==> src/hdl/wss_pkg.sv <==
// Shared types, constants and the waypoint table of the smoothstep waypoint sequencer.
// No dependencies.
package wss_pkg;

  localparam int CFG_WIDTH     = 8;
  localparam int NUM_JOINTS_DEF = 7;
  localparam int ANGLE_WIDTH_DEF = 16;
  localparam int TICK_WIDTH_DEF = 8;
  localparam int TABLE_JOINTS  = 7;
  localparam int JOINT_IDX_W   = 4;
  localparam int S_W           = 17;
  localparam int MUL_A_W       = 34;
  localparam int MUL_B_W       = 19;
  localparam int MUL_P_W       = MUL_A_W + MUL_B_W;
  localparam int FRAC_W        = 16;

  localparam logic [CFG_WIDTH-1:0] LONG_TICKS_RESET  = 8'd100;
  localparam logic [CFG_WIDTH-1:0] SHORT_TICKS_RESET = 8'd75;

  localparam logic [S_W-1:0]     S_ONE     = 17'd65536;
  localparam logic [MUL_B_W-1:0] SMOOTH_K3 = 19'd196608;

  typedef enum logic [0:0] {
    REG_LONG_TICKS  = 1'b0,
    REG_SHORT_TICKS = 1'b1
  } cfg_reg_t;

  typedef enum logic [2:0] {
    PH_INIT     = 3'd0,
    PH_READY    = 3'd1,
    PH_APPROACH = 3'd2,
    PH_GRASP    = 3'd3,
    PH_LIFT     = 3'd4,
    PH_MOVE     = 3'd5,
    PH_RELEASE  = 3'd6,
    PH_RETURN   = 3'd7
  } phase_t;

  typedef logic signed [15:0] q14_t;

  localparam q14_t WAYPOINT_ROM [8][TABLE_JOINTS] = '{
    '{16'sd0,     16'sd0,     16'sd0,     16'sd0,    16'sd0, 16'sd229, 16'sd229},
    '{16'sd0,     16'sd0,     16'sd0,     16'sd0,    16'sd0, 16'sd229, 16'sd229},
    '{16'sd0,     16'sd4915,  -16'sd8192, 16'sd3277, 16'sd0, 16'sd229, 16'sd229},
    '{16'sd0,     16'sd4915,  -16'sd8192, 16'sd3277, 16'sd0, 16'sd0,   16'sd0},
    '{16'sd0,     -16'sd3277, -16'sd4915, 16'sd1638, 16'sd0, 16'sd0,   16'sd0},
    '{16'sd25723, -16'sd3277, -16'sd4915, 16'sd1638, 16'sd0, 16'sd0,   16'sd0},
    '{16'sd25723, -16'sd3277, -16'sd4915, 16'sd1638, 16'sd0, 16'sd229, 16'sd229},
    '{16'sd0,     16'sd0,     16'sd0,     16'sd0,    16'sd0, 16'sd229, 16'sd229}
  };

  function automatic q14_t waypoint(phase_t ph, logic [JOINT_IDX_W-1:0] j);
    q14_t v;
    v = '0;
    if (j < JOINT_IDX_W'(TABLE_JOINTS)) begin
      v = WAYPOINT_ROM[ph][j[2:0]];
    end
    return v;
  endfunction

endpackage

==> src/hdl/waypoint_smoothstep_sequencer.sv <==
// Top level of the smoothstep waypoint sequencer: phase sequencer, divider and blend loop.
// Depends on wss_pkg and wss_mul.
//
// Each accepted item yields one result. An item with tick low, or the first tick after
// reset, goes straight to the result state. Any other tick first runs a bit-serial divider
// that forms the phase fraction one bit per cycle (skipped once the phase is complete), then
// one shared multiplier with a registered product forms s squared, the smoothstep weight and
// each joint's blend in turn. The input is stalled from accept until the result is taken.
module waypoint_smoothstep_sequencer import wss_pkg::*; #(
  parameter int NUM_JOINTS  = NUM_JOINTS_DEF,
  parameter int ANGLE_WIDTH = ANGLE_WIDTH_DEF,
  parameter int TICK_WIDTH  = TICK_WIDTH_DEF
) (
  input  logic                          clk,
  input  logic                          rst,
  input  logic                          cfg_we,
  input  logic [0:0]                    cfg_index,
  input  logic [CFG_WIDTH-1:0]          cfg_data,
  input  logic                          in_valid,
  output logic                          in_stall,
  input  logic                          tick,
  output logic                          out_valid,
  input  logic                          out_stall,
  output logic signed [ANGLE_WIDTH-1:0] base_angle,
  output logic signed [ANGLE_WIDTH-1:0] shoulder_angle,
  output logic signed [ANGLE_WIDTH-1:0] elbow_angle,
  output logic signed [ANGLE_WIDTH-1:0] wrist_pitch_angle,
  output logic signed [ANGLE_WIDTH-1:0] wrist_roll_angle,
  output logic signed [ANGLE_WIDTH-1:0] gripper_left_pos,
  output logic signed [ANGLE_WIDTH-1:0] gripper_right_pos,
  output logic [2:0]                    phase_out
);

  localparam int AW    = ANGLE_WIDTH;
  localparam int TW    = TICK_WIDTH;
  localparam int JW    = (NUM_JOINTS > 1) ? $clog2(NUM_JOINTS) : 1;
  localparam int CMP_W = (TW > CFG_WIDTH) ? TW : CFG_WIDTH;
  localparam int OUT_JOINTS = 7;
  localparam logic [TW-1:0] TICK_MAX = {TW{1'b1}};
  localparam logic [JW-1:0] LAST_JOINT = JW'(NUM_JOINTS - 1);

  typedef enum logic [3:0] {
    S_IDLE,
    S_DIV,
    S_SQR,
    S_CUBE,
    S_WGT,
    S_JMUL,
    S_JACC,
    S_END,
    S_OUT
  } state_t;

  state_t                     state;
  logic [CFG_WIDTH-1:0]       long_ticks;
  logic [CFG_WIDTH-1:0]       short_ticks;
  phase_t                     phase;
  logic [TW-1:0]              elapsed;
  logic [TW-1:0]              dur;
  logic [TW-1:0]              rem;
  logic [S_W-1:0]             s;
  logic [S_W-1:0]             w;
  logic [3:0]                 div_cnt;
  logic [JW-1:0]              jcnt;
  logic signed [AW-1:0]       start_pose   [NUM_JOINTS];
  logic signed [AW-1:0]       current_pose [NUM_JOINTS];

  logic [CFG_WIDTH-1:0]       dur_raw;
  logic [TW-1:0]              dur_next;
  logic [TW-1:0]              elapsed_next;
  logic [TW:0]                rem_sh;
  logic                       rem_ge;
  logic signed [AW-1:0]       tgt;
  logic signed [AW:0]         delta;
  logic signed [MUL_A_W-1:0]  mul_a;
  logic signed [MUL_B_W-1:0]  mul_b;
  logic signed [MUL_P_W-1:0]  prod;
  logic signed [MUL_P_W-1:0]  rounded;
  logic                       in_acc;
  logic signed [AW-1:0]       out_pose [OUT_JOINTS];

  assign in_stall  = (state != S_IDLE);
  assign out_valid = (state == S_OUT);
  assign in_acc    = in_valid && !in_stall;

  always_comb begin
    dur_raw = (phase == PH_GRASP || phase == PH_RELEASE) ? short_ticks : long_ticks;
    if (dur_raw == '0) begin
      dur_next = TW'(1);
    end else if (CMP_W'(dur_raw) > CMP_W'(TICK_MAX)) begin
      dur_next = TICK_MAX;
    end else begin
      dur_next = TW'(dur_raw);
    end
    elapsed_next = (elapsed != TICK_MAX) ? elapsed + TW'(1) : elapsed;
    rem_sh = {rem, 1'b0};
    rem_ge = (rem_sh >= {1'b0, dur});
    tgt = AW'(waypoint(phase, JOINT_IDX_W'(jcnt)));
    delta = $signed({tgt[AW-1], tgt}) - $signed({start_pose[jcnt][AW-1], start_pose[jcnt]});
    rounded = prod + MUL_P_W'(32768);
  end

  always_comb begin
    case (state)
      S_SQR: begin
        mul_a = $signed(MUL_A_W'(s));
        mul_b = $signed(MUL_B_W'(s));
      end
      S_CUBE: begin
        mul_a = $signed({1'b0, prod[32:0]});
        mul_b = $signed(SMOOTH_K3 - MUL_B_W'({s, 1'b0}));
      end
      S_JMUL: begin
        mul_a = MUL_A_W'(delta);
        mul_b = $signed(MUL_B_W'(w));
      end
      default: begin
        mul_a = '0;
        mul_b = '0;
      end
    endcase
  end

  wss_mul #(
    .A_W (MUL_A_W),
    .B_W (MUL_B_W)
  ) u_mul (
    .clk (clk),
    .a   (mul_a),
    .b   (mul_b),
    .p   (prod)
  );

  always_ff @(posedge clk) begin
    if (rst) begin
      state       <= S_IDLE;
      long_ticks  <= LONG_TICKS_RESET;
      short_ticks <= SHORT_TICKS_RESET;
      phase       <= PH_INIT;
      elapsed     <= '0;
      dur         <= '0;
      rem         <= '0;
      s           <= '0;
      w           <= '0;
      div_cnt     <= '0;
      jcnt        <= '0;
      for (int j = 0; j < NUM_JOINTS; j++) begin
        start_pose[j]   <= '0;
        current_pose[j] <= '0;
      end
    end else begin
      if (cfg_we) begin
        case (cfg_reg_t'(cfg_index))
          REG_LONG_TICKS:  long_ticks  <= cfg_data;
          REG_SHORT_TICKS: short_ticks <= cfg_data;
          default: ;
        endcase
      end
      case (state)
        S_IDLE: begin
          if (in_acc) begin
            if (!tick) begin
              state <= S_OUT;
            end else if (phase == PH_INIT) begin
              for (int j = 0; j < NUM_JOINTS; j++) begin
                current_pose[j] <= AW'(waypoint(PH_READY, JOINT_IDX_W'(j)));
                start_pose[j]   <= AW'(waypoint(PH_READY, JOINT_IDX_W'(j)));
              end
              elapsed <= '0;
              phase   <= PH_READY;
              state   <= S_OUT;
            end else begin
              elapsed <= elapsed_next;
              dur     <= dur_next;
              rem     <= elapsed_next;
              div_cnt <= '0;
              if (elapsed_next >= dur_next) begin
                s     <= S_ONE;
                state <= S_SQR;
              end else begin
                s     <= '0;
                state <= S_DIV;
              end
            end
          end
        end
        S_DIV: begin
          rem     <= rem_ge ? TW'(rem_sh - {1'b0, dur}) : rem_sh[TW-1:0];
          s       <= {s[S_W-2:0], rem_ge};
          div_cnt <= div_cnt + 4'd1;
          if (div_cnt == 4'd15) begin
            state <= S_SQR;
          end
        end
        S_SQR: begin
          state <= S_CUBE;
        end
        S_CUBE: begin
          state <= S_WGT;
        end
        S_WGT: begin
          w     <= prod[48:32];
          jcnt  <= '0;
          state <= S_JMUL;
        end
        S_JMUL: begin
          state <= S_JACC;
        end
        S_JACC: begin
          current_pose[jcnt] <= start_pose[jcnt] + $signed(rounded[AW+FRAC_W-1:FRAC_W]);
          if (jcnt == LAST_JOINT) begin
            state <= S_END;
          end else begin
            jcnt  <= jcnt + JW'(1);
            state <= S_JMUL;
          end
        end
        S_END: begin
          if (elapsed >= dur) begin
            elapsed <= '0;
            for (int j = 0; j < NUM_JOINTS; j++) begin
              start_pose[j] <= current_pose[j];
            end
            phase <= (phase == PH_RETURN) ? PH_READY : phase_t'(phase + 3'd1);
          end
          state <= S_OUT;
        end
        S_OUT: begin
          if (!out_stall) begin
            state <= S_IDLE;
          end
        end
        default: begin
          state <= S_IDLE;
        end
      endcase
    end
  end

  for (genvar g = 0; g < OUT_JOINTS; g++) begin : g_out
    if (g < NUM_JOINTS) begin : g_on
      assign out_pose[g] = current_pose[g];
    end else begin : g_off
      assign out_pose[g] = '0;
    end
  end

  assign base_angle        = out_pose[0];
  assign shoulder_angle    = out_pose[1];
  assign elbow_angle       = out_pose[2];
  assign wrist_pitch_angle = out_pose[3];
  assign wrist_roll_angle  = out_pose[4];
  assign gripper_left_pos  = out_pose[5];
  assign gripper_right_pos = out_pose[6];
  assign phase_out         = phase;

endmodule

==> src/hdl/wss_mul.sv <==
// Shared signed multiplier with a registered product.
// Depends on nothing but its parameters.
module wss_mul #(
  parameter int A_W = 34,
  parameter int B_W = 19
) (
  input  logic                      clk,
  input  logic signed [A_W-1:0]     a,
  input  logic signed [B_W-1:0]     b,
  output logic signed [A_W+B_W-1:0] p
);

  always_ff @(posedge clk) begin
    p <= a * b;
  end

endmodule

==> config.mk <==
export PLATFORM = sky130hd
export DESIGN_NAME = waypoint_smoothstep_sequencer
export DESIGN_NICKNAME = d
export VERILOG_FILES = /design/src/hdl/wss_pkg.sv /design/src/hdl/waypoint_smoothstep_sequencer.sv /design/src/hdl/wss_mul.sv
export SDC_FILE = /design/constraint.sdc
export NUM_CORES = 2
export LEC_CHECK = 0
export BUFFER_PORTS_ARGS = -buffer_cell sky130_fd_sc_hd__buf_2
export CAP_MARGIN = 5
export CORE_ASPECT_RATIO = 0.7
export CORE_UTILIZATION = 59
export DETAILED_ROUTE_END_ITERATION = 12
export HOLD_SLACK_MARGIN = 0.1
export PLACE_DENSITY = 0.72
export SYNTH_ARGS = -nofsm -noshare
export SYNTH_HDL_FRONTEND = slang
export SYNTH_SLANG_ARGS = --single-unit
==> constraint.sdc <==
create_clock -name clk -period 14.7 [get_ports clk]
set_input_delay 4.41 -clock clk [delete_from_list [all_inputs] [get_ports clk]]
set_output_delay 4.41 -clock clk [all_outputs]
set_load 0.1 [all_outputs]
==> results.ini <==
[status]
result_of_the_run=finished clean

[route]
first_iter_violations=3203
average_vias_per_placed_instance=5.890
number_of_iterations_in_the_first_detailed_routing_pass=9
route.vias.total=29020
postRouteWirelength_um=109300
detail_route.wl_per_cell_um=22.19
drc_errors=0
antenna_left=0

[die]
die_height_um=214.4
area_of_the_core_region_um2=63390
rows=77
die_width_um=305.4
initial_utilization_pct=59.98
design.die.area_um2=65480
num_io_pins=132

[grt]
grtUsageTotal_pct=33.97
globalRouteOverflowTotal=0
grt_max_degree=107
grt_antenna_before_repair=1
grt_first_pass_wirelength_um=169900
grt_pass1_vias=28890

[power_and_ir_drop]
total_leakage_power_nw=18.53
p_sw_share_pct=29.26
worst_ir_drop_vdd_v=0.00009017
netSwitchingPower_mw=0.6685
clkPwrFrac_pct=36.2
sequential_power_share_pct=50.2
power_density_nw_per_um2=56.47
p_comb_share_pct=13.6
internal_power_mw=1.617

[hold_path]
min_from=u_mul.p[47]
hold_class=reg2reg

[placement]
numPlacedInstances=4869
io_buffers=131
gp_congestion=1.009
place_worst_setup_slack_ns=2.865
hpwl_um=85430

[clock_network]
post_cts.repair.setup_buffers=0
cts.repair.resized=0
ctsRootBufferMaster=clkbuf_16
cts_sinks=364
cts_hold_repair.buffers=0
cts.clk_slew.worst_paths_ns=0.07
clk_latency_ns=0.58
cts_inserted_buffers=31
cts_max_path_buffers=3
cts_htree_levels=1
tritoncts=done

[sta]
max_freq_ghz=0.08223
clock-skew-final_ns=0.01208
setup_viol=0
fin_crit_ns=12.16
finalWorstSetupSlack_ns=2.539
worstMarginPinSlew_ns=1.276
tns_ns=0
slew_headroom_pct=14.95
unrepaired_setup_endpoints_after_global_routing=no
slew_violations=0
finalHoldViolCount=0
finalCritPeriodShare_pct=82.72
timing.hold.ws_ns=0.4292

[logic_synthesis]
ys_warn_count=0
synth.top_cells.by_area=fa_1, edfxtp_1, dfxtp_1, inv_1, ha_1
syn_area_per_cell_um2=9.395
share_of_flip_flops_with_an_asynchronous_set_or_reset_after_synthesis_pct=0
synth_edf_count=208
synth_cell_type_count=77
synth_nets=4855
post-synth-top-area-cell=fa_1
synth_area_um2=38020
syn_inst=4047
synth_seq_area_share_pct=24.64
synth-seq-cells=364
synth_top_area_share_pct=31.28
synthFlopType=edfxtp_1

[setup_path]
critical_path.slowest_cell=a21oi_1
crit_path_frequent_cell=fa_1
path_class=reg2reg
critical-path-max-stage-delay_ns=1.00
cp.required_ns=15.21
crit_path_max_fanout=23
start_kind=flop
critical_path_arrival_ns=12.67
worstSetupEndpointType=flop

[cells_and_area]
layout.nets=4881
drive_gt1_share_pct=7.420
antenna_cells=0
instances_no_fill=4926
area_growth_pct=6.437
final_util_pct=63.84

[flow_run]
maxCapViolations=0

-- worst paths after layout --
kind,endpoint,slack (ns),depth (start not counted)
worst min register to register,w[15],0.43,2
worst max register to register,u_mul.p[46],2.54,37
worst min-delay path,w[15],0.43,2
worst max-delay path,u_mul.p[46],2.54,37
-- sequential cells by signal, summed over array words and instances (netlist names), named ones only --
register / cells
elapsed: 8
short_ticks: 8
u_mul.p: 49
state: 4
jcnt: 3
w: 17
start_pose: 112
s: 17
dur: 8
long_ticks: 8
phase_out: 3
div_cnt: 4
rem: 8
current_pose: 112
-- worst max-delay path, delay by kind of cell (launching register included) --
family	cells	cell delay (ns)
AO/OA/AOI/OAI	14	4.50
buffers and inverters	6	0.91
XOR/XNOR	1	0.13
flip-flops	1	0.77
AND/OR/NAND/NOR	3	0.53
adder cells (fa/ha/maj)	11	4.68
multiplexers	2	0.54
-- layout by cell type, fill, tap and decap left out, types with 10 or more instances in the layout --
cell / netlist / routed
o21a_1: 23 / 23
a221o_1: 19 / 18
buf_4: 0 / 59
mux2i_1: 54 / 54
o21ai_0: 69 / 67
fa_1: 594 / 594
nor2_1: 509 / 508
nor3_1: 36 / 32
and2_1: 112 / 112
nand2_1: 528 / 528
nand2b_1: 21 / 20
a31oi_1: 13 / 13
clkbuf_16: 0 / 31
a21oi_1: 142 / 142
buf_2: 13 / 130
a21o_1: 38 / 38
o21bai_1: 11 / 10
a211oi_1: 16 / 15
edfxtp_1: 208 / 208
nor2b_1: 19 / 18
xor2_1: 39 / 39
and3_1: 15 / 15
mux4_2: 16 / 16
mux2_2: 13 / 13
nand3_1: 47 / 47
inv_1: 682 / 682
xnor2_1: 87 / 87
nand4_1: 17 / 17
dfxtp_1: 156 / 155
a22oi_1: 38 / 38
ha_1: 199 / 199
a221oi_1: 18 / 12
-- cells in the mapped netlist, types with 16 or more instances --
master	count
a221o_1	19
xnor2_1	87
fa_1	594
mux2i_1	54
a21oi_1	142
edfxtp_1	208
nand2_1	528
inv_1	682
dfxtp_1	156
xor2_1	39
nand4_1	17
nand2b_1	21
o21a_1	23
o21ai_0	69
mux4_2	16
ha_1	199
clkbuf_1	172
and2_1	112
a22oi_1	38
a221oi_1	18
nor3_1	36
a21o_1	38
nand3_1	47
nor2b_1	19
a211oi_1	16
nor2_1	509
-- per-layer routing --
metal	wire length (um)	vias up	global-route usage, %
li1	-	12800	-
met1	47290	14460	52.75
met2	44880	1568	47.39
met3	14470	189	9.310
met4	2685	0	6.935
met5	0	-	0
-- power groups by stage --
stage	clock network, mW	registers [mW]	logic (mW)
2_1_floorplan	0	1.31	0.0960
3_3_place_gp	0	1.17	0.307
3_5_place_dp	0	1.17	0.309
4_1_cts	0.827	1.15	0.310
5_1_grt	0.871	1.15	0.324
6_report	0.826	1.15	0.312
-- cell families after synthesis --
kind of cell | Yosys count | share of synthesized area, %
AO/OA/AOI/OAI | 450 | 7.799
AND/OR/NAND/NOR | 1350 | 15.28
buffers and inverters | 879 | 8.741
flip-flops | 364 | 24.64
XOR/XNOR | 126 | 2.903
multiplexers | 83 | 2.754
adder cells (fa/ha/maj) | 795 | 37.88
-- final cells by class --
| type | count | area (um2) |
|---|---|---|
| flip-flops and latches | 364 | 9370 |
| repair buffers | 189 | 1094 |
| well taps | 829 | 1037 |
| fillers | 5236 | 22930 |
| clock inverters | 18 | 170.2 |
| clock buffers | 39 | 805.8 |
| inverters | 683 | 2564 |
| multi-input cells | 2804 | 25430 |
-- through the flow --
step,area [um2],power [mW]
final,40470,2.285
after global placement,39490,1.476
after detailed placement,39490,1.479
after floorplan,38020,1.407
after global routing,40470,2.345
after CTS,40470,2.285
Power figures use the tool's default switching activity.
